**src/rtl/pps_pkg.sv**
```systemverilog
// ----------------------------------------------------------------------------
// pps_pkg
// Types, codes and the power sequence step table of the panel power sequencer.
// ----------------------------------------------------------------------------
`default_nettype none

package pps_pkg;

    // Input action codes
    localparam logic [1:0] ACT_TICK  = 2'd0;
    localparam logic [1:0] ACT_LEVEL = 2'd1;
    localparam logic [1:0] ACT_MODE  = 2'd2;

    // Blank modes of interest
    localparam logic [2:0] MODE_UNBLANK   = 3'd0;
    localparam logic [2:0] MODE_POWERDOWN = 3'd4;
    localparam logic [2:0] MODE_LAST      = 3'd4;

    // Status codes
    localparam logic [1:0] STAT_OK       = 2'd0;
    localparam logic [1:0] STAT_BAD_PINS = 2'd1;
    localparam logic [1:0] STAT_BUSY     = 2'd2;

    // Configuration register indexes
    localparam logic CFG_PIN_COUNT = 1'b0;
    localparam logic CFG_PWM_BASE  = 1'b1;

    // Configuration reset values
    localparam logic [2:0]  PIN_COUNT_RESET = 3'd4;
    localparam logic [31:0] PWM_BASE_RESET  = 32'h0002_8420;

    // Brightness limit and duty width
    localparam logic [3:0] MAX_LEVEL  = 4'd10;
    localparam int         DUTY_W     = 5;

    // Sequenced pin count bounds
    localparam logic [2:0] PINS_MIN = 3'd2;
    localparam logic [2:0] PINS_MAX = 3'd4;

    // Latched pin count codes (count minus two)
    localparam logic [1:0] SEQ_2PIN = 2'd0;
    localparam logic [1:0] SEQ_3PIN = 2'd1;
    localparam logic [1:0] SEQ_4PIN = 2'd2;

    // Pin bits
    localparam logic [3:0] PIN_LCD  = 4'b0001;
    localparam logic [3:0] PIN_VDD  = 4'b0010;
    localparam logic [3:0] PIN_BIAS = 4'b0100;
    localparam logic [3:0] PIN_BL   = 4'b1000;

    // Delays in millisecond ticks
    localparam logic [7:0] DLY_10  = 8'd10;
    localparam logic [7:0] DLY_20  = 8'd20;
    localparam logic [7:0] DLY_25  = 8'd25;
    localparam logic [7:0] DLY_50  = 8'd50;
    localparam logic [7:0] DLY_250 = 8'd250;
    localparam logic [7:0] DLY_END = 8'd0;

    typedef struct packed {
        logic [1:0] action;
        logic [3:0] brightness;
        logic [2:0] blank_mode;
    } item_t;

    typedef struct packed {
        logic [31:0] pwm_word;
        logic        lcd_enable;
        logic        vdd_enable;
        logic        bias_enable;
        logic        backlight_enable;
        logic        busy_res;
        logic [3:0]  brightness_now;
        logic [1:0]  status;
    } result_t;

    // Sequencer state
    typedef struct packed {
        logic [2:0]        power_mode;
        logic [3:0]        level;
        logic [DUTY_W-1:0] duty;
        logic [3:0]        pin_levels;
        logic [2:0]        seq_step;
        logic              seq_turning_on;
        logic              seq_running;
        logic [7:0]        delay_left;
        logic [1:0]        seq_pins;
    } pps_state_t;

    // One step of a sequence: pins touched, then delay before the next step
    typedef struct packed {
        logic [3:0] mask;
        logic [7:0] delay;
    } step_t;

    function automatic step_t step_lookup(logic [1:0] pins, logic on, logic [1:0] idx);
        step_t r;
        r.mask  = '0;
        r.delay = DLY_END;
        case (pins)
            SEQ_2PIN:
            begin
                if (on)
                begin
                    case (idx)
                        2'd0:    r = '{mask: PIN_LCD, delay: DLY_25};
                        2'd1:    r = '{mask: PIN_BL,  delay: DLY_END};
                        default: r = '{mask: 4'b0000, delay: DLY_END};
                    endcase
                end
                else
                begin
                    case (idx)
                        2'd0:    r = '{mask: PIN_BL,  delay: DLY_250};
                        2'd1:    r = '{mask: PIN_LCD, delay: DLY_END};
                        default: r = '{mask: 4'b0000, delay: DLY_END};
                    endcase
                end
            end
            SEQ_3PIN:
            begin
                if (on)
                begin
                    case (idx)
                        2'd0:    r = '{mask: PIN_LCD, delay: DLY_25};
                        2'd1:    r = '{mask: PIN_VDD, delay: DLY_250};
                        2'd2:    r = '{mask: PIN_BL,  delay: DLY_END};
                        default: r = '{mask: 4'b0000, delay: DLY_END};
                    endcase
                end
                else
                begin
                    case (idx)
                        2'd0:    r = '{mask: PIN_BL,  delay: DLY_250};
                        2'd1:    r = '{mask: PIN_VDD, delay: DLY_25};
                        2'd2:    r = '{mask: PIN_LCD, delay: DLY_END};
                        default: r = '{mask: 4'b0000, delay: DLY_END};
                    endcase
                end
            end
            default:
            begin
                // four pins; an out-of-range latched count behaves the same
                if (on)
                begin
                    case (idx)
                        2'd0:    r = '{mask: PIN_LCD,  delay: DLY_50};
                        2'd1:    r = '{mask: PIN_VDD,  delay: DLY_20};
                        2'd2:    r = '{mask: PIN_BIAS, delay: DLY_250};
                        default: r = '{mask: PIN_BL,   delay: DLY_END};
                    endcase
                end
                else
                begin
                    case (idx)
                        2'd0:    r = '{mask: PIN_BL, delay: DLY_25};
                        2'd1:    r = '{mask: PIN_LCD | PIN_BIAS | PIN_VDD, delay: DLY_END};
                        default: r = '{mask: 4'b0000, delay: DLY_END};
                    endcase
                end
            end
        endcase
        return r;
    endfunction

    // Duty for a brightness level: level * 3 kept to five bits
    function automatic logic [DUTY_W-1:0] duty_of(logic [3:0] lvl);
        logic [5:0] prod;
        prod = {1'b0, lvl, 1'b0} + {2'b00, lvl};
        return prod[DUTY_W-1:0];
    endfunction

endpackage

`default_nettype wire

```
**src/rtl/pps_step.sv**
```systemverilog
// ----------------------------------------------------------------------------
// pps_step
// Next-state and result logic for one tick, brightness or blank-mode item.
// ----------------------------------------------------------------------------
`default_nettype none

module pps_step
    import pps_pkg::*;
(
    input  wire pps_state_t  st,
    input  wire item_t       item,
    input  wire logic [2:0]  pin_count,
    input  wire logic [31:0] pwm_base,
    output pps_state_t       st_next,
    output result_t          res
);

    pps_state_t  n;
    logic [1:0]  stat;
    logic        do_apply;
    logic [3:0]  req;
    logic [7:0]  dec;
    step_t       stp;

    // Item decode and state update
    always_comb
    begin
        n        = st;
        stat     = STAT_OK;
        do_apply = 1'b0;
        req      = (item.brightness > MAX_LEVEL) ? MAX_LEVEL : item.brightness;
        dec      = (st.delay_left != 8'd0) ? (st.delay_left - 8'd1) : 8'd0;
        stp      = '0;

        case (item.action)
            ACT_TICK:
            begin
                if (st.seq_running)
                begin
                    n.delay_left = dec;
                    do_apply     = (dec == 8'd0);
                end
            end
            ACT_LEVEL:
            begin
                if (req != st.level)
                begin
                    if (st.power_mode == MODE_UNBLANK)
                    begin
                        n.duty = duty_of(req);
                    end
                    n.level = req;
                end
            end
            ACT_MODE:
            begin
                if (st.seq_running)
                begin
                    stat = STAT_BUSY;
                end
                else if (item.blank_mode <= MODE_LAST && item.blank_mode != st.power_mode)
                begin
                    n.power_mode = item.blank_mode;
                    n.duty = (item.blank_mode == MODE_UNBLANK) ? duty_of(st.level) : '0;
                    if (pin_count inside {[PINS_MIN:PINS_MAX]})
                    begin
                        n.seq_pins       = 2'(pin_count - PINS_MIN);
                        n.seq_turning_on = (item.blank_mode == MODE_UNBLANK);
                        n.seq_step       = 3'd0;
                        n.seq_running    = 1'b1;
                        do_apply         = 1'b1;
                    end
                    else
                    begin
                        stat = STAT_BAD_PINS;
                    end
                end
            end
            default:
            begin
                // unused action code: no change
            end
        endcase

        // One step of the pin sequence
        if (do_apply)
        begin
            stp = step_lookup(n.seq_pins, n.seq_turning_on, n.seq_step[1:0]);
            if (n.seq_turning_on)
            begin
                n.pin_levels = n.pin_levels | stp.mask;
            end
            else
            begin
                n.pin_levels = n.pin_levels & ~stp.mask;
            end
            n.delay_left = stp.delay;
            n.seq_step   = {1'b0, n.seq_step[1:0]} + 3'd1;
            if (stp.delay == DLY_END)
            begin
                n.seq_running = 1'b0;
            end
        end
    end

    assign st_next = n;

    // Result fields
    always_comb
    begin
        res.pwm_word         = {pwm_base[31:DUTY_W], n.duty};
        res.lcd_enable       = n.pin_levels[0];
        res.vdd_enable       = n.pin_levels[1];
        res.bias_enable      = n.pin_levels[2];
        res.backlight_enable = n.pin_levels[3];
        res.busy_res         = n.seq_running;
        res.brightness_now   = n.level;
        res.status           = stat;
    end

endmodule

`default_nettype wire

```
**src/rtl/panel_power_sequencer.sv**
```systemverilog
// ----------------------------------------------------------------------------
// panel_power_sequencer
// LCD panel power and backlight control: PWM duty word and timed pin sequence.
// ----------------------------------------------------------------------------
//   Channel  Handshake              Payload
//   req      req_valid / req_stall  req_data  (action, brightness, blank_mode)
//   rsp      rsp_valid / rsp_stall  rsp_data  (pwm word, pins, busy, level, status)
//   cfg      cfg_we                 cfg_index, cfg_data
//
// One item per cycle unless the output stalls; each transfer gives one registered result.
// An input register holds the accepted item; the state update and the result
// are formed between it and the output register.
// A stalled output holds its result while one more item waits in the input
// register; after that req_stall rises.
// Reset clears the handshake state and restores the sequencer and config.
// ----------------------------------------------------------------------------
`default_nettype none

module panel_power_sequencer
    import pps_pkg::*;
(
    input  wire logic        clk,
    input  wire logic        rst_n,
    input  wire logic        req_valid,
    output logic             req_stall,
    input  wire item_t       req_data,
    output logic             rsp_valid,
    input  wire logic        rsp_stall,
    output result_t          rsp_data,
    input  wire logic        cfg_we,
    input  wire logic        cfg_index,
    input  wire logic [31:0] cfg_data
);

    logic        hold_valid_reg;
    logic        hold_valid_next;
    item_t       hold_reg;
    logic        out_valid_reg;
    logic        out_valid_next;
    result_t     out_reg;
    pps_state_t  state_reg;
    pps_state_t  state_next;
    result_t     res;
    logic [2:0]  pin_count_reg;
    logic [31:0] pwm_base_reg;
    logic        accept;
    logic        advance;

    // Handshake control
    assign advance         = hold_valid_reg && (!out_valid_reg || !rsp_stall);
    assign req_stall       = hold_valid_reg && !advance;
    assign accept          = req_valid && !req_stall;
    assign hold_valid_next = accept || (hold_valid_reg && !advance);
    assign out_valid_next  = advance || (out_valid_reg && rsp_stall);
    assign rsp_valid       = out_valid_reg;
    assign rsp_data        = out_reg;

    // Step logic
    pps_step u_step (
        .st        (state_reg),
        .item      (hold_reg),
        .pin_count (pin_count_reg),
        .pwm_base  (pwm_base_reg),
        .st_next   (state_next),
        .res       (res)
    );

    // Control and sequencer state
    always_ff @(posedge clk or negedge rst_n)
    begin
        if (!rst_n)
        begin
            hold_valid_reg <= 1'b0;
            out_valid_reg  <= 1'b0;
            state_reg      <= '{power_mode: MODE_POWERDOWN, default: '0};
            pin_count_reg  <= PIN_COUNT_RESET;
            pwm_base_reg   <= PWM_BASE_RESET;
        end
        else
        begin
            hold_valid_reg <= hold_valid_next;
            out_valid_reg  <= out_valid_next;
            if (advance)
            begin
                state_reg <= state_next;
            end
            if (cfg_we)
            begin
                if (cfg_index == CFG_PIN_COUNT)
                begin
                    pin_count_reg <= cfg_data[2:0];
                end
                else
                begin
                    pwm_base_reg <= cfg_data;
                end
            end
        end
    end

    // Payload registers
    always_ff @(posedge clk)
    begin
        if (accept)
        begin
            hold_reg <= req_data;
        end
        if (advance)
        begin
            out_reg <= res;
        end
    end

    // A running sequence always has a delay pending
    a_run_delay: assert property (@(posedge clk) disable iff (!rst_n)
        state_reg.seq_running |-> state_reg.delay_left != 8'd0)
        else $error("sequence running with no delay pending");

    // Duty is nonzero only while unblanked
    a_duty_blank: assert property (@(posedge clk) disable iff (!rst_n)
        state_reg.duty != '0 |-> state_reg.power_mode == MODE_UNBLANK)
        else $error("duty set while blanked");

    // A busy rejection is reported only with a sequence running
    a_busy_stat: assert property (@(posedge clk) disable iff (!rst_n)
        rsp_valid && rsp_data.status == STAT_BUSY |-> rsp_data.busy_res)
        else $error("busy status without running sequence");

    // Stored level never exceeds the limit
    a_level_max: assert property (@(posedge clk) disable iff (!rst_n)
        state_reg.level <= MAX_LEVEL)
        else $error("brightness level above limit");

endmodule

`default_nettype wire

```
**config.mk**
```make
export PLATFORM = sky130hd
export DESIGN_NAME = panel_power_sequencer
export DESIGN_NICKNAME = d
export VERILOG_FILES = /design/src/rtl/pps_pkg.sv /design/src/rtl/pps_step.sv /design/src/rtl/panel_power_sequencer.sv
export SDC_FILE = /design/constraint.sdc
export NUM_CORES = 1
export LEC_CHECK = 0
export BUFFER_PORTS_ARGS = -buffer_cell sky130_fd_sc_hd__buf_2
export CORE_MARGIN = 1.5
export CORE_UTILIZATION = 40
export DETAILED_ROUTE_END_ITERATION = 6
export GPL_TIMING_DRIVEN = 0
export PLACE_DENSITY = 0.58
export SYNTH_ARGS = -nofsm -noshare
export SYNTH_HDL_FRONTEND = slang
export SYNTH_HIERARCHICAL = 1
export SYNTH_SLANG_ARGS = --single-unit
```
**constraint.sdc**
```tcl
create_clock -name clk -period 3.3 [get_ports clk]
set_clock_uncertainty 0.1 [all_clocks]
set_input_delay 0.66 -clock clk [delete_from_list [all_inputs] [get_ports clk]]
set_output_delay 0.66 -clock clk [all_outputs]
set_load 0.005 [all_outputs]
```
==> results.txt <==
----------------------------------------------------
[Outcome]
  Outcome ... completed

[Floorplan]
  DIE WIDTH ... approximately 130 µm
  Boundary Pins ... 92
  Core box area ... approximately 0.015 mm²
  Die Footprint ... 0.0157 mm²
  Initial Util ... 41.0%
  Std cell rows ... 44
  Overall die height ... about 130 µm

[Cells and area]
  Leading cell type in the layout, fill and taps excluded ... sky130_fd_sc_hd__buf_2
  Area growth, synth to finish ... 22.1%
  Number of non-filler instances in the completed layout ... 804
  Leading cell types in the layout, fill and taps excluded ... sky130_fd_sc_hd__buf_2 (96), sky130_fd_sc_hd__mux2_2 (61), sky130_fd_sc_hd__dfrtp_1 (54)
  Fraction of layout instances using a drive strength above 1 ... 43.7%
  Total of fill cells in the finished design ... 1330
  Antenna fix cells ... 0
  Final Net Count ... roughly 670
  Number of flip-flops in the largest register ... 43
  Post-layout instance area ... 0.00728 mm²

[Yosys]
  Post-Syn Nets ... about 560
  Synthesis Warnings ... 6
  Summed instance area of the synthesized netlist ... 0.00596 mm²
  Mean post-synth cell area ... roughly 12 µm²
  Number of standard cells after synthesis ... 492

[Clock network]
  Number of buffers added to fix hold violations after cts ... 0
  CTS H-Tree Depth ... 4
  Root Driver ... sky130_fd_sc_hd__clkbuf_16
  Clock slew at the register clock pins of the worst setup and hold paths ... 60 ps
  Latest clock arrival within the worst-skew pair ... approximately 420 ps
  CTS tree ... done
  Number of clock buffers inserted by TritonCTS ... 17
  Number of sinks handled by clock tree synthesis ... 114
  Clock Path Buffers ... 2

[Place]
  Placed cell count ... 765
  Cell Area, Placed ... between 0.006 and 0.007 mm²
  DP Wirelength ... roughly 8.6 mm
  Input/output buffers ... 89
  Placer congestion estimate ... 0.867

[STA]
  Accumulated negative setup slack ... 0 ps
  Min Clock Period, post-route ... 3170 ps
  Count of endpoints failing hold in the final timing report ... 0
  Pin slew with the least headroom to its limit ... roughly 850 ps
  Setup-failing EPs final ... 0
  Ratio of final minimum period to clock period ... 96.1%
  Remaining max-slew budget at the tightest pin ... 42.9%
  Unrepaired setup endpoints after global routing ... yes
  Final-report max-slew violation count ... 0
  Peak clock frequency supported by timing ... 0.315 GHz

[Global route]
  Layer with the highest usage after global routing ... met2
  Grt total ovfl ... 0
  Via count of the first global-routing pass ... 4087
  Met2 capacity usage during global routing ... 26.2%
  Largest net degree at the start of global routing ... 63
  Antenna violations before repair ... 0
  Global-route wire length before repair ... slightly above 20 mm
  GRT met3 Usage ... under 10%
  Met1 Resource Use GR ... 22.5%
  Global-route usage over all layers ... 16.8%

[Worst setup path]
  Cell with the biggest individual delay on the critical path ... sky130_fd_sc_hd__dfstp_2
  Sort of element at the end of the critical path ... register
  Data arrival, critical path ... 3420 ps
  Largest delay contributor family on the critical path ... compound AO/OA/AOI/OAI gates
  Number of stages on the worst setup path ... 13
  Data required time of the critical path ... between 3000 and 4000 ps
  Largest driver fanout on the critical path ... 5
  Critical path buffer and inverter count ... 2
  Worst Reg2Reg Path Length in Cells ... 13
  Type of the worst setup path ... reg2reg
  Max stage delay on crit path ... 540 ps
  Cell breakdown of the critical path ... or3b_4, a21oi_4, nand4_4, nand2_1, ha_2, inv_1, a41oi_1, o21ai_1, a31oi_2, a21oi_1, a41oi_2, buf_4, mux2_2
  Kind of start point of the critical path ... register

[Route]
  Total number of vias ... between 4000 and 5000
  Number of design-rule violations left by the first detailed-router iteration ... 381
  Post-Route WL ... 12.4 mm
  Via density per instance ... 5.15
  DR DRC count ... 0
  DR WL/cell ... 15.4 µm
  Drt first pass iters ... 5
  ANT nets after route ... 0

[Worst hold path]
  Min-Delay Path Class ... in2async

[Power]
  Leakage power of the design ... 0.00310 µW
  Power, Total ... about 5400 µW
  Maximum vdd drop ... 0.343 mV
  Power density relative to cell area ... 748 mW/mm²

[Run]
  Total of max-cap violations ... 0

----------------------------------------------------
==> report_power, final <==
group          total [µW]  internal [µW]  switching [µW]  leakage [µW]
sequential           2080           1830             253       0.00125
clock                1640            960             683      0.000250
combinational        1720            873             851       0.00160
==> path summary, 6_finish.rpt <==
path / slack, ps / startpoint / endpoint
hold / removal: 240 / rst_n / state_reg[2]
min in group clk: 320 / req_data[6] / hold_reg[6]
setup / recovery: 130 / pin_count_reg[2] / state_reg[10]
max in group asynchronous: 2260 / rst_n / pin_count_reg[1]
hold reg to reg: 390 / hold_valid_reg / rsp_valid
setup reg to reg: 130 / pin_count_reg[2] / state_reg[10]
==> layer usage <==
layer | wire length [µm] | part of all wire (%) | up-vias
met5 | 0 | 0 | -
met4 | 180 | 1.5 | 0
met3 | 643 | 5.2 | 17
met2 | 5710 | 46 | 125
met1 | 5870 | 47 | 2019
li1 | - | - | 1983
==> cell type report <==
class / instances / area [µm²] / area share [%]
clock inverter: 15 / 109 / 1.49
multi-input combinational: 294 / 2380 / 32.7
tap: 184 / 230 / 3.16
timing repair buffer: 96 / 500 / 6.87
clock buffer: 17 / 425 / 5.84
inverter: 23 / 88.8 / 1.22
buffer: 61 / 423 / 5.81
sequential: 114 / 3120 / 42.9
==> worst reg2reg max path, cell delays in order (launching register included) <==
cell	delay, ps
sky130_fd_sc_hd__dfstp_2	540
sky130_fd_sc_hd__or3b_4	400
sky130_fd_sc_hd__a21oi_4	200
sky130_fd_sc_hd__nand4_4	150
sky130_fd_sc_hd__nand2_1	180
sky130_fd_sc_hd__ha_2	270
sky130_fd_sc_hd__inv_1	80
sky130_fd_sc_hd__a41oi_1	180
sky130_fd_sc_hd__o21ai_1	160
sky130_fd_sc_hd__a31oi_2	260
sky130_fd_sc_hd__a21oi_1	100
sky130_fd_sc_hd__a41oi_2	230
sky130_fd_sc_hd__buf_4	140
sky130_fd_sc_hd__mux2_2	130
==> metrics by stage <==
stage,hold slack (ps),setup slack [ps],utilization [%]
floorplan,264,4.85,-
global placement,367,-661,45.7
detailed placement,382,-675,45.7
CTS,279,15.3,49.7
global route,301,-19.4,50.1
finish,240,128,50.1
==> timing repair <==
action	4_1_cts	5_1_grt
gates resized for setup	7	12
buffers inserted	3	4
setup endpoints to repair	13	8
pin swaps	0	6
gates cloned	0	0
(Power assumes the default switching activity.)
